[src/sv/hgs_pkg.sv]
`default_nettype none
// ----------------------------------------------------------------------------
// Hysteresis gait selector package
// Types, activity codes, register indexes and reset values shared by the
// gait selector modules.
// ----------------------------------------------------------------------------
package hgs_pkg;

   localparam int ActWidth   = 4;
   localparam int SpeedWidth = 16;
   localparam int TurnWidth  = 16;
   localparam int StepWidth  = 16;
   localparam int DwellWidth = 32;
   localparam int CsrIdxWidth  = 3;
   localparam int CsrDataWidth = 32;

   typedef logic [ActWidth-1:0] hgs_act_type;

   typedef enum logic [1:0] {
      GAIT_IDLE = 2'd0,
      GAIT_WALK = 2'd1,
      GAIT_RUN  = 2'd2,
      GAIT_TURN = 2'd3
   } hgs_gait_type;

   localparam hgs_act_type ACT_TURN = 4'd3;

   localparam logic [CsrIdxWidth-1:0] CSR_MOVE_ENTER     = 3'd0;
   localparam logic [CsrIdxWidth-1:0] CSR_MOVE_EXIT      = 3'd1;
   localparam logic [CsrIdxWidth-1:0] CSR_RUN_ENTER      = 3'd2;
   localparam logic [CsrIdxWidth-1:0] CSR_RUN_EXIT       = 3'd3;
   localparam logic [CsrIdxWidth-1:0] CSR_TURN_THRESHOLD = 3'd4;
   localparam logic [CsrIdxWidth-1:0] CSR_MIN_DWELL      = 3'd5;

   localparam logic [SpeedWidth-1:0] MOVE_ENTER_RESET     = 16'd128;
   localparam logic [SpeedWidth-1:0] MOVE_EXIT_RESET      = 16'd64;
   localparam logic [SpeedWidth-1:0] RUN_ENTER_RESET      = 16'd768;
   localparam logic [SpeedWidth-1:0] RUN_EXIT_RESET       = 16'd640;
   localparam logic [SpeedWidth-1:0] TURN_THRESHOLD_RESET = 16'd64;
   localparam logic [DwellWidth-1:0] MIN_DWELL_RESET      = 32'd16384;

   typedef struct packed {
      logic [SpeedWidth-1:0] move_enter;
      logic [SpeedWidth-1:0] move_exit;
      logic [SpeedWidth-1:0] run_enter;
      logic [SpeedWidth-1:0] run_exit;
      logic [SpeedWidth-1:0] turn_threshold;
      logic [DwellWidth-1:0] min_dwell;
   } hgs_cfg_type;

   typedef struct packed {
      hgs_act_type            proposed;
      logic [SpeedWidth-1:0]  speed;
      logic [TurnWidth-1:0]   turn_rate;
      logic [StepWidth-1:0]   time_step;
   } hgs_item_type;

endpackage
`default_nettype wire

[src/sv/hgs_core.sv]
`default_nettype none
// ----------------------------------------------------------------------------
// Gait selector core
// Holds the gait state, dwell timer and hysteresis flags, and works out the
// chosen activity for one item; the state moves on when advance is high.
// ----------------------------------------------------------------------------
module hgs_core (
   input  wire logic                 clock,
   input  wire logic                 reset,
   input  wire logic                 advance,
   input  wire hgs_pkg::hgs_item_type item,
   input  wire hgs_pkg::hgs_cfg_type  cfg,
   output hgs_pkg::hgs_act_type       chosen
);
   import hgs_pkg::*;

   hgs_gait_type          gait_ff, gait_in;
   logic [DwellWidth-1:0] dwell_ff, dwell_in;
   logic                  changed_ff, changed_in;
   logic                  moving_ff, moving_in;
   logic                  running_ff, running_in;

   logic [DwellWidth:0]   dwell_sum;
   logic [DwellWidth-1:0] dwell_sat;
   logic [TurnWidth:0]    turn_mag;
   hgs_gait_type          wanted;
   logic                  do_change;

   always_comb begin
      dwell_sum = {1'b0, dwell_ff} + {{(DwellWidth-StepWidth+1){1'b0}}, item.time_step};
      dwell_sat = dwell_sum[DwellWidth] ? {DwellWidth{1'b1}} : dwell_sum[DwellWidth-1:0];

      moving_in  = item.speed > (moving_ff ? cfg.move_exit : cfg.move_enter);
      running_in = moving_in && (item.speed > (running_ff ? cfg.run_exit : cfg.run_enter));

      if (item.turn_rate[TurnWidth-1]) begin
         turn_mag = (TurnWidth+1)'(1 << TurnWidth) - {1'b0, item.turn_rate};
      end else begin
         turn_mag = {1'b0, item.turn_rate};
      end

      if (moving_in) begin
         wanted = running_in ? GAIT_RUN : GAIT_WALK;
      end else if (turn_mag > {1'b0, cfg.turn_threshold}) begin
         wanted = GAIT_TURN;
      end else begin
         wanted = GAIT_IDLE;
      end

      do_change = (wanted != gait_ff) && !(changed_ff && (dwell_sat < cfg.min_dwell));

      gait_in    = gait_ff;
      dwell_in   = dwell_sat;
      changed_in = changed_ff;
      if (item.proposed > ACT_TURN) begin
         chosen = item.proposed;
      end else begin
         if (do_change) begin
            gait_in    = wanted;
            dwell_in   = '0;
            changed_in = 1'b1;
         end
         chosen = {{(ActWidth-2){1'b0}}, gait_in};
      end
   end

   always_ff @(posedge clock) begin
      if (reset) begin
         gait_ff    <= GAIT_IDLE;
         dwell_ff   <= '0;
         changed_ff <= 1'b0;
         moving_ff  <= 1'b0;
         running_ff <= 1'b0;
      end else if (advance) begin
         gait_ff    <= gait_in;
         dwell_ff   <= dwell_in;
         changed_ff <= changed_in;
         moving_ff  <= moving_in;
         running_ff <= running_in;
      end
   end

   // A body can only be running while it is moving.
   assert property (@(posedge clock) disable iff (reset) running_ff |-> moving_ff)
      else $error("running flag set without moving flag");

   // Once a change has been taken, the first-change exemption never returns.
   assert property (@(posedge clock) disable iff (reset) changed_ff |=> changed_ff)
      else $error("change flag cleared outside reset");

   // State only moves when an item advances.
   assert property (@(posedge clock) disable iff (reset)
      !advance |=> ($stable(gait_ff) && $stable(dwell_ff) && $stable(moving_ff)))
      else $error("gait state changed without an item");

   // A gait change always restarts the dwell timer.
   assert property (@(posedge clock) disable iff (reset)
      (advance && (gait_in != gait_ff)) |=> (dwell_ff == '0))
      else $error("gait changed without clearing the dwell timer");

endmodule
`default_nettype wire

[src/sv/hysteresis_gait_selector.sv]
`default_nettype none
// ----------------------------------------------------------------------------
// Hysteresis gait selector
// Picks an activity per item from a proposed code, speed and turn rate, with
// hysteresis on the moving and running decisions and a minimum dwell time.
//
// Usage:
//   Items enter on the req_ channel and one result per item leaves on the
//   rsp_ channel; both use valid and stall. An item is taken into an input
//   register; its result moves into the result register once that register
//   is free, and is shown there until the receiver takes it.
//   Throughput is one item per cycle while the receiver does not stall; the
//   gait and timer state is updated when an item moves from the input
//   register to the result register.
//   When the receiver stalls, the result holds and one further item can be
//   held in the input register; req_stall rises after that.
//   Thresholds and the minimum dwell are written through the csr_ port while
//   the block is idle, a user rule the block does not enforce. Reset restores
//   defaults, idles the gait, clears timer and flags, empties both registers.
// ----------------------------------------------------------------------------
module hysteresis_gait_selector (
   input  wire logic                                clock,
   input  wire logic                                reset,
   input  wire logic                                req_valid,
   output      logic                                req_stall,
   input  wire logic [3:0]                          req_proposed,
   input  wire logic [15:0]                         req_speed,
   input  wire logic signed [15:0]                  req_turn_rate,
   input  wire logic [15:0]                         req_time_step,
   output      logic                                rsp_valid,
   input  wire logic                                rsp_stall,
   output      logic [3:0]                          rsp_chosen_activity,
   input  wire logic                                csr_write_enable,
   input  wire logic [hgs_pkg::CsrIdxWidth-1:0]     csr_index,
   input  wire logic [hgs_pkg::CsrDataWidth-1:0]    csr_write_data
);
   import hgs_pkg::*;

   hgs_cfg_type  cfg_ff;
   hgs_item_type item_ff;
   logic         item_valid_ff;
   logic         rsp_valid_ff;
   hgs_act_type  rsp_act_ff;
   hgs_act_type  chosen;
   logic         out_free;
   logic         advance;
   logic         req_take;

   always_comb begin
      out_free  = !rsp_valid_ff || !rsp_stall;
      advance   = item_valid_ff && out_free;
      req_stall = item_valid_ff && !out_free;
      req_take  = req_valid && !req_stall;
   end

   always_ff @(posedge clock) begin
      if (reset) begin
         cfg_ff.move_enter     <= MOVE_ENTER_RESET;
         cfg_ff.move_exit      <= MOVE_EXIT_RESET;
         cfg_ff.run_enter      <= RUN_ENTER_RESET;
         cfg_ff.run_exit       <= RUN_EXIT_RESET;
         cfg_ff.turn_threshold <= TURN_THRESHOLD_RESET;
         cfg_ff.min_dwell      <= MIN_DWELL_RESET;
      end else if (csr_write_enable) begin
         case (csr_index)
            CSR_MOVE_ENTER:     cfg_ff.move_enter     <= csr_write_data[SpeedWidth-1:0];
            CSR_MOVE_EXIT:      cfg_ff.move_exit      <= csr_write_data[SpeedWidth-1:0];
            CSR_RUN_ENTER:      cfg_ff.run_enter      <= csr_write_data[SpeedWidth-1:0];
            CSR_RUN_EXIT:       cfg_ff.run_exit       <= csr_write_data[SpeedWidth-1:0];
            CSR_TURN_THRESHOLD: cfg_ff.turn_threshold <= csr_write_data[SpeedWidth-1:0];
            CSR_MIN_DWELL:      cfg_ff.min_dwell      <= csr_write_data[DwellWidth-1:0];
            default: begin
            end
         endcase
      end
   end

   always_ff @(posedge clock) begin
      if (reset) begin
         item_valid_ff <= 1'b0;
         rsp_valid_ff  <= 1'b0;
      end else begin
         if (req_take) begin
            item_valid_ff <= 1'b1;
         end else if (advance) begin
            item_valid_ff <= 1'b0;
         end
         if (advance) begin
            rsp_valid_ff <= 1'b1;
         end else if (out_free) begin
            rsp_valid_ff <= 1'b0;
         end
      end
   end

   always_ff @(posedge clock) begin
      if (req_take) begin
         item_ff.proposed  <= req_proposed;
         item_ff.speed     <= req_speed;
         item_ff.turn_rate <= req_turn_rate;
         item_ff.time_step <= req_time_step;
      end
      if (advance) begin
         rsp_act_ff <= chosen;
      end
   end

   hgs_core u_core (
      .clock   (clock),
      .reset   (reset),
      .advance (advance),
      .item    (item_ff),
      .cfg     (cfg_ff),
      .chosen  (chosen)
   );

   assign rsp_valid           = rsp_valid_ff;
   assign rsp_chosen_activity = rsp_act_ff;

   // An accepted item is always held in the input register on the next cycle.
   assert property (@(posedge clock) disable iff (reset) req_take |=> item_valid_ff)
      else $error("accepted item lost");

   // A held item that cannot advance keeps its payload.
   assert property (@(posedge clock) disable iff (reset)
      (item_valid_ff && !advance) |=> (item_valid_ff && $stable(item_ff)))
      else $error("held item changed while stalled");

   // An item advances only into a result register that is free.
   assert property (@(posedge clock) disable iff (reset)
      advance |-> (!rsp_valid_ff || !rsp_stall))
      else $error("result overwritten while stalled");

endmodule
`default_nettype wire
[config.mk]
export PLATFORM = sky130hd
export DESIGN_NAME = hysteresis_gait_selector
export DESIGN_NICKNAME = d
export VERILOG_FILES = /design/src/sv/hgs_pkg.sv /design/src/sv/hgs_core.sv /design/src/sv/hysteresis_gait_selector.sv
export SDC_FILE = /design/constraint.sdc
export NUM_CORES = 1
export LEC_CHECK = 0
export ABC_CLOCK_PERIOD_IN_PS = 14900
export BUFFER_PORTS_ARGS = -buffer_cell sky130_fd_sc_hd__buf_2
export CAP_MARGIN = 10
export CORE_ASPECT_RATIO = 1.25
export CORE_UTILIZATION = 50
export DETAILED_ROUTE_END_ITERATION = 8
export GPL_ROUTABILITY_DRIVEN = 0
export GPL_TIMING_DRIVEN = 0
export MAX_ROUTING_LAYER = met4
export PLACE_DENSITY = 0.76
export SLEW_MARGIN = 20
export SYNTH_ARGS = -nofsm -noshare
export SYNTH_HDL_FRONTEND = slang
export SYNTH_SLANG_ARGS = --single-unit
[constraint.sdc]
create_clock -name clock -period 14.9 [get_ports clock]
set_input_delay 1.49 -clock clock [delete_from_list [all_inputs] [get_ports clock]]
set_output_delay 1.49 -clock clock [all_outputs]
set_load 0.01 [all_outputs]
### Yosys cells after proc, flatten, opt, wreduce, memory -nomap -nowiden

Cells that the tools add are included.

| cells by class | value |
|---|---|
| reductions and logical operators | 23 |
| bitwise gates (word level) | 1 |
| $lt $le $gt $ge | 5 |
| mux-type cells | 15 |
| equality and inequality tests | 6 |
| add/sub/neg operators | 2 |

Operators with widths:

| kind | count |
|---|---|
| $mux W32 | 3 |
| $add A32 B16 Y33 | 1 |
| $gt A16 B16 Y1 | 2 |
| $lt A32 B32 Y1 | 1 |
| $mux W16 | 2 |
| $gt A17 B16 Y1 | 1 |
| $mux W17 | 1 |
| $sub A17 B16 Y17 const A | 1 |
| $reduce_and A2 Y1 | 7 |
| $mux W2 | 5 |
| $eq A3 B2 Y1 const B | 2 |
| $eq A3 B3 Y1 const B | 2 |
| $logic_and A1 B1 Y1 | 6 |
| $logic_not A1 Y1 | 5 |
| $gt A4 B2 Y1 const B | 1 |
| $mux W1 | 4 |
| $reduce_bool A2 Y1 | 2 |
| $eq A3 B1 Y1 const B | 1 |
| $logic_not A3 Y1 | 1 |
| $reduce_and A3 Y1 | 1 |
| $ne A2 B2 Y1 | 1 |
| $logic_or A1 B1 Y1 | 1 |
| $not A1 Y1 | 1 |

| word-level totals | value |
|---|---|
| input port bits | 92 |
| logic and storage cells | 71 |
| bits in registers | 207 |

### Logic depth before layout (Yosys ltp)

| depth | value |
|---|---|
| depth after elaboration | 9 |
| gate-level depth with buffers | 21 |

### Cells and area by module

From an unflattened synthesis, not the netlist that was laid out.

| second synthesis, totals | value |
|---|---|
| cells, all modules | 1164 |
| area total of the unflattened synthesis | 11698.7 um^2 |

By module, submodules not included:

| module | sequential area each (um^2) | area each (um^2) | cells each | instances |
|---|---|---|---|---|
| hysteresis_gait_selector | 3963.8 | 6296.0 | 481 | 1 |
| hgs_core | 740.7 | 5402.7 | 683 | 1 |

### Least setup slack after synthesis

No wires, ideal clock.

| timing | value |
|---|---|
| path kind | register to register |
| from | reg item_ff[3] (netlist bit) |
| to | reg u_core.dwell_ff[16] |
| arrival time | 4734 ps |
| path buffers | 2 |
| required time | 14783 ps |
| library setup time | 117 ps |
| cell stages (with the launch flop) | 19 |
| slack | 10049 ps |
| period minus slack after synthesis | 4851 ps |
| cells stage by stage | edfxtp_1 > ha_1 > a21o_1 > a221oi_1 > o22ai_1 > a21oi_1 > o22ai_1 > nand3_1 > mux2_2 > ha_1 > nand4_1 > nor4_4 > o21ai_0 > o211ai_1 > a31oi_4 > or3_1 > buf_6 > buf_6 > a32o_1 |

| between the ends | value |
|---|---|
| longest elaborated chain between the ends | 8 |

Ends and longest elaborated chain:

| element | line | text |
|---|---|---|
| from (decl) | hysteresis_gait_selector.sv:40 | `hgs_item_type item_ff;` |
| $add A32 B16 Y33 * | hgs_core.sv:30 | `dwell_sum = {1'b0, dwell_ff} + {{(DwellWidth-StepWidth+1){1'b0}}, item.time_step};` |
| $mux W32 * | hgs_core.sv:31 | `dwell_sat = dwell_sum[DwellWidth] ? {DwellWidth{1'b1}} : dwell_sum[DwellWidth-1:0];` |
| $lt A32 B32 Y1 | hgs_core.sv:50 | `do_change = (wanted != gait_ff) && !(changed_ff && (dwell_sat < cfg.min_dwell));` |
| $logic_and A1 B1 Y1 | hgs_core.sv:50 |  |
| $logic_not A1 Y1 | hgs_core.sv:50 |  |
| $logic_and A1 B1 Y1 | hgs_core.sv:50 |  |
| $mux W32 | hgs_core.sv:58 | `if (do_change) begin` |
| $mux W32 * | hgs_core.sv:55 | `if (item.proposed > ACT_TURN) begin` |
| to (signal assigned) | hgs_core.sv:76 | `dwell_ff <= dwell_in;` |
| to (decl) | hgs_core.sv:18 | `logic [DwellWidth-1:0] dwell_ff, dwell_in;` |

Mark *: on every way between the ends. The rest lies on a longest branch, timed or not.
A chain may end at the register's enable or synchronous reset.

### Worst setup path after layout

| timing | value |
|---|---|
| from | reg item_ff[3] (netlist bit) |
| to | reg u_core.dwell_ff[27] |

The elaborated chain is that of the path after synthesis.

==> flow_metrics.py <==
metrics = {
    "run_status": {
        "status": "finished, final reports clean",
    },
    "synth": {
        "async_reset_ff_frac": 0,
        "synth_area_mm2": 0.0108,
        "syn_avg_cell_area_um2": 8.93,
        "yosys_warnings": 0,
        "syn_inst": 1211,
        "synth-edff-count": 56,
        "ys.flop_type": "dfxtp_1",
        "synth.net_count": 1400,
        "synth_seq_cells": 207,
        "ys_seq_area_frac": 0.435,
        "yosysUniqueCellTypes": 68,
    },
    "clocking": {
        "clk_latency_ns": 0.53,
        "cts_max_level": 1,
        "post_cts_buffers": 0,
        "cts_made_buffers": 25,
        "cts_max_path_buffers": 3,
        "clk_pin_slew_ns": 0.06,
        "ctsHoldBuffers": 0,
        "cts_sinks": 207,
        "cts_root_buf": "clkbuf_16",
        "ctsResizeCount": 0,
        "cts_tree": "yes",
    },
    "global_route": {
        "grt_max_degree": 27,
        "antenna_found_initial": 4,
        "grt_pass1_wl_mm": 43.5,
        "gr-total-overflow": 0,
        "grt_use_total": 0.252,
        "grt_pass1_vias": 8878,
    },
    "routing": {
        "drt_pre_antenna_iters": 5,
        "vias_per_cell": 5.61,
        "drc": 0,
        "wl_mm": 27.2,
        "drtIter0Drc": 718,
        "wire_per_inst_um": 16.7,
        "postRouteAntennaNets": 0,
        "vias": 9150,
    },
    "setup_path": {
        "cp.arrival_ns": 6.27,
        "cpPeakStageDelay_ns": 0.54,
        "rrSetupSlack_ns": 9.04,
        "cp-start-kind": "register",
        "crit_required_ns": 15.31,
        "rr_startpoint": "item_ff[3]",
        "critPathMaxFanout": 10,
        "critical_path.cell_chain": "ha_1, a21o_1, a221oi_1, o22ai_1, a21oi_1, o22ai_1, nand3_1, mux2_2, ha_1, nand4_1, nor4_4, o21ai_0, o211ai_1, a31oi_4, or3_1, buf_6, buf_6, a32o_1",
        "rr_worst_depth": 18,
        "critPathTopFamily": "compound AO/OA/AOI/OAI gates",
        "cp-end-kind": "register",
        "worst-path-stages": 18,
        "critPathCapture": "u_core.dwell_ff[27]",
        "reg2reg_to": "u_core.dwell_ff[27]",
        "criticalPathCategory": "reg -> reg",
        "cp_slowest_cell": "a21oi_1",
        "crit_buf_inv": 2,
        "crit_start": "item_ff[3]",
    },
    "floorplanning": {
        "core-area_mm2": 0.0210,
        "start_util": 0.514,
        "die-area_mm2": 0.0222,
        "num_rows": 59,
        "die_h_um": 166,
        "pin_count": 98,
        "die_w_um": 134,
    },
    "placement": {
        "dp_hpwl_mm": 20.9,
        "place.port_buffers": 96,
    },
    "layout": {
        "final.fill_count": 1807,
        "final_util": 0.597,
        "mostFrequentLayoutCell": "nand2_1",
        "syn_to_final_growth_pct": 16.2,
        "final_cell_mix": "279 x nand2_1, 151 x dfxtp_1, 148 x a21oi_1",
        "num-nets-final": 1525,
        "drive_above_1_share": 0.123,
    },
    "sta": {
        "setup_viol": 0,
        "worst_pin_slew_ns": 0.889,
        "fin_crit_ns": 5.86,
        "clock_skew_ns": 0.0137,
        "rsz0062_at_grt": "no",
        "maxSlewHeadroom": 0.405,
        "tns_ns": 0,
        "fin_crit_sh": 0.393,
        "slew_viol_final": 0,
        "hold_viol_final": 0,
        "max_freq_mhz": 171,
    },
    "pwr": {
        "irDropWorstVdd_mv": 0.101,
        "cellLeakagePower_nw": 4.84,
        "p_per_area_mw_per_mm2": 113,
    },
    "min_path": {
        "holdCritPathClass": "reg -> reg",
    },
    "flow_run": {
        "drv_cap": 0,
    },
}
[cell usage after synthesis (3+ instances only)]
| cell | n | area share |
|---|---|---|
| or3_1 | 3 | 0.0017 |
| and3_1 | 15 | 0.0087 |
| xnor2_1 | 24 | 0.019 |
| edfxtp_1 | 56 | 0.16 |
| nand2b_1 | 6 | 0.0035 |
| dfxtp_1 | 151 | 0.28 |
| a221oi_1 | 3 | 0.0024 |
| mux2i_1 | 35 | 0.032 |
| a21oi_1 | 148 | 0.068 |
| o31ai_1 | 6 | 0.0042 |
| nor2b_1 | 4 | 0.0023 |
| nor2_1 | 28 | 0.0097 |
| nand4_1 | 15 | 0.0087 |
| ha_1 | 96 | 0.11 |
| clkbuf_1 | 51 | 0.018 |
| a211oi_1 | 7 | 0.0049 |
| mux2_2 | 5 | 0.0052 |
| nand3_1 | 32 | 0.015 |
| nand2_1 | 279 | 0.097 |
| o21ai_1 | 5 | 0.0023 |
| o21bai_1 | 3 | 0.0021 |
| inv_1 | 67 | 0.023 |
| a21o_1 | 11 | 0.0076 |
| or2_2 | 9 | 0.0052 |
| o211ai_1 | 7 | 0.0049 |
| buf_6 | 3 | 0.0031 |
| a32o_1 | 27 | 0.025 |
| a31oi_1 | 4 | 0.0023 |
| o21ai_0 | 31 | 0.014 |
| and2_1 | 4 | 0.0023 |
| nor3_1 | 10 | 0.0046 |
| o21a_1 | 13 | 0.0090 |
| xor2_1 | 7 | 0.0057 |
[power by group]
group / total, W / switching [W] / leakage (nW) / internal (W)
registers: 0.000611 / 0.0000116 / 1.77 / 0.000599
clock network: 0.000631 / 0.000249 / 0.431 / 0.000382
logic: 0.000184 / 0.000109 / 2.64 / 0.0000758
total: 0.00143 / 0.000369 / 4.84 / 0.00106
[flip-flops by register name, summed over array words and instances (netlist names)]
| signal | count |
|---|---|
| u_core.dwell_ff | 32 |
| item_ff | 52 |
| rsp_chosen_activity | 4 |
| cfg_ff | 112 |
| u_core.running_ff | 1 |
| u_core.changed_ff | 1 |
| u_core.gait_ff | 2 |
| u_core.moving_ff | 1 |
| item_valid_ff | 1 |
| rsp_valid | 1 |
[layer usage]
metal  up-vias  wire [µm]  GRT usage  share of wire
met5         -          0          -              0
met4         0       1020      0.107          0.037
met3        67       1360     0.0359          0.050
met2       254      14000      0.453           0.51
met1      4287      10800      0.276           0.40
li1       4542          -          -              -
[area by class of cell]
class	count	area [µm²]	share of cell area
sequential	207	4700	0.374
timing repair buffer	98	528	0.0420
tap	274	343	0.0273
clock buffer	31	722	0.0574
inverter	68	255	0.0203
multi-input combinational	879	5620	0.447
clock inverter	14	143	0.0113
antenna	4	10.0	0.000796
buffer	57	239	0.0190
[kinds of logic after synthesis]
kind of cell	Yosys count	share of synthesized area
buf+inv	125	0.0457
simple gates	419	0.171
compound gates	291	0.172
xor+xnor	31	0.0251
fa+ha+maj	97	0.113
flops	207	0.435
mux	41	0.0386
[worst reg2reg max path, cell delays in order, from the launching register on]
cell	delay, ns
edfxtp_1	0.38
ha_1	0.39
a21o_1	0.22
a221oi_1	0.53
o22ai_1	0.22
a21oi_1	0.54
o22ai_1	0.45
nand3_1	0.20
mux2_2	0.37
ha_1	0.31
nand4_1	0.20
nor4_4	0.43
o21ai_0	0.15
o211ai_1	0.27
a31oi_4	0.11
or3_1	0.41
buf_6	0.16
buf_6	0.15
a32o_1	0.25
[worst min-delay path by stage]
stage / startpoint / to / slack [ns] / depth (start not counted)
6_report: cfg_ff[76] / cfg_ff[76] / 0.45 / 2
5_1_grt: cfg_ff[75] / cfg_ff[75] / 0.47 / 2
4_1_cts: cfg_ff[109] / cfg_ff[109] / 0.45 / 2
3_5_place_dp: cfg_ff[110] / cfg_ff[110] / 0.45 / 2
3_3_place_gp: cfg_ff[64] / cfg_ff[64] / 0.44 / 2
2_1_floorplan: u_core.dwell_ff[0] / u_core.dwell_ff[0] / 0.43 / 2
[metrics by stage]
step | hold WS (ns) | worst slack, ns | instances | total power, W | instance area, µm²
2_1_floorplan | 0.429 | 10.05 | 1211 | 0.000745 | 10800
3_3_place_gp | 0.440 | 9.00 | 1581 | 0.000797 | 11600
3_5_place_dp | 0.446 | 9.20 | 1583 | 0.000805 | 11700
4_1_cts | 0.453 | 9.14 | 1628 | 0.00143 | 12600
5_1_grt | 0.465 | 8.81 | 1632 | 0.00148 | 12600
6_report | 0.454 | 9.04 | 1632 | 0.00143 | 12600
Power figures use the tool's default switching activity.
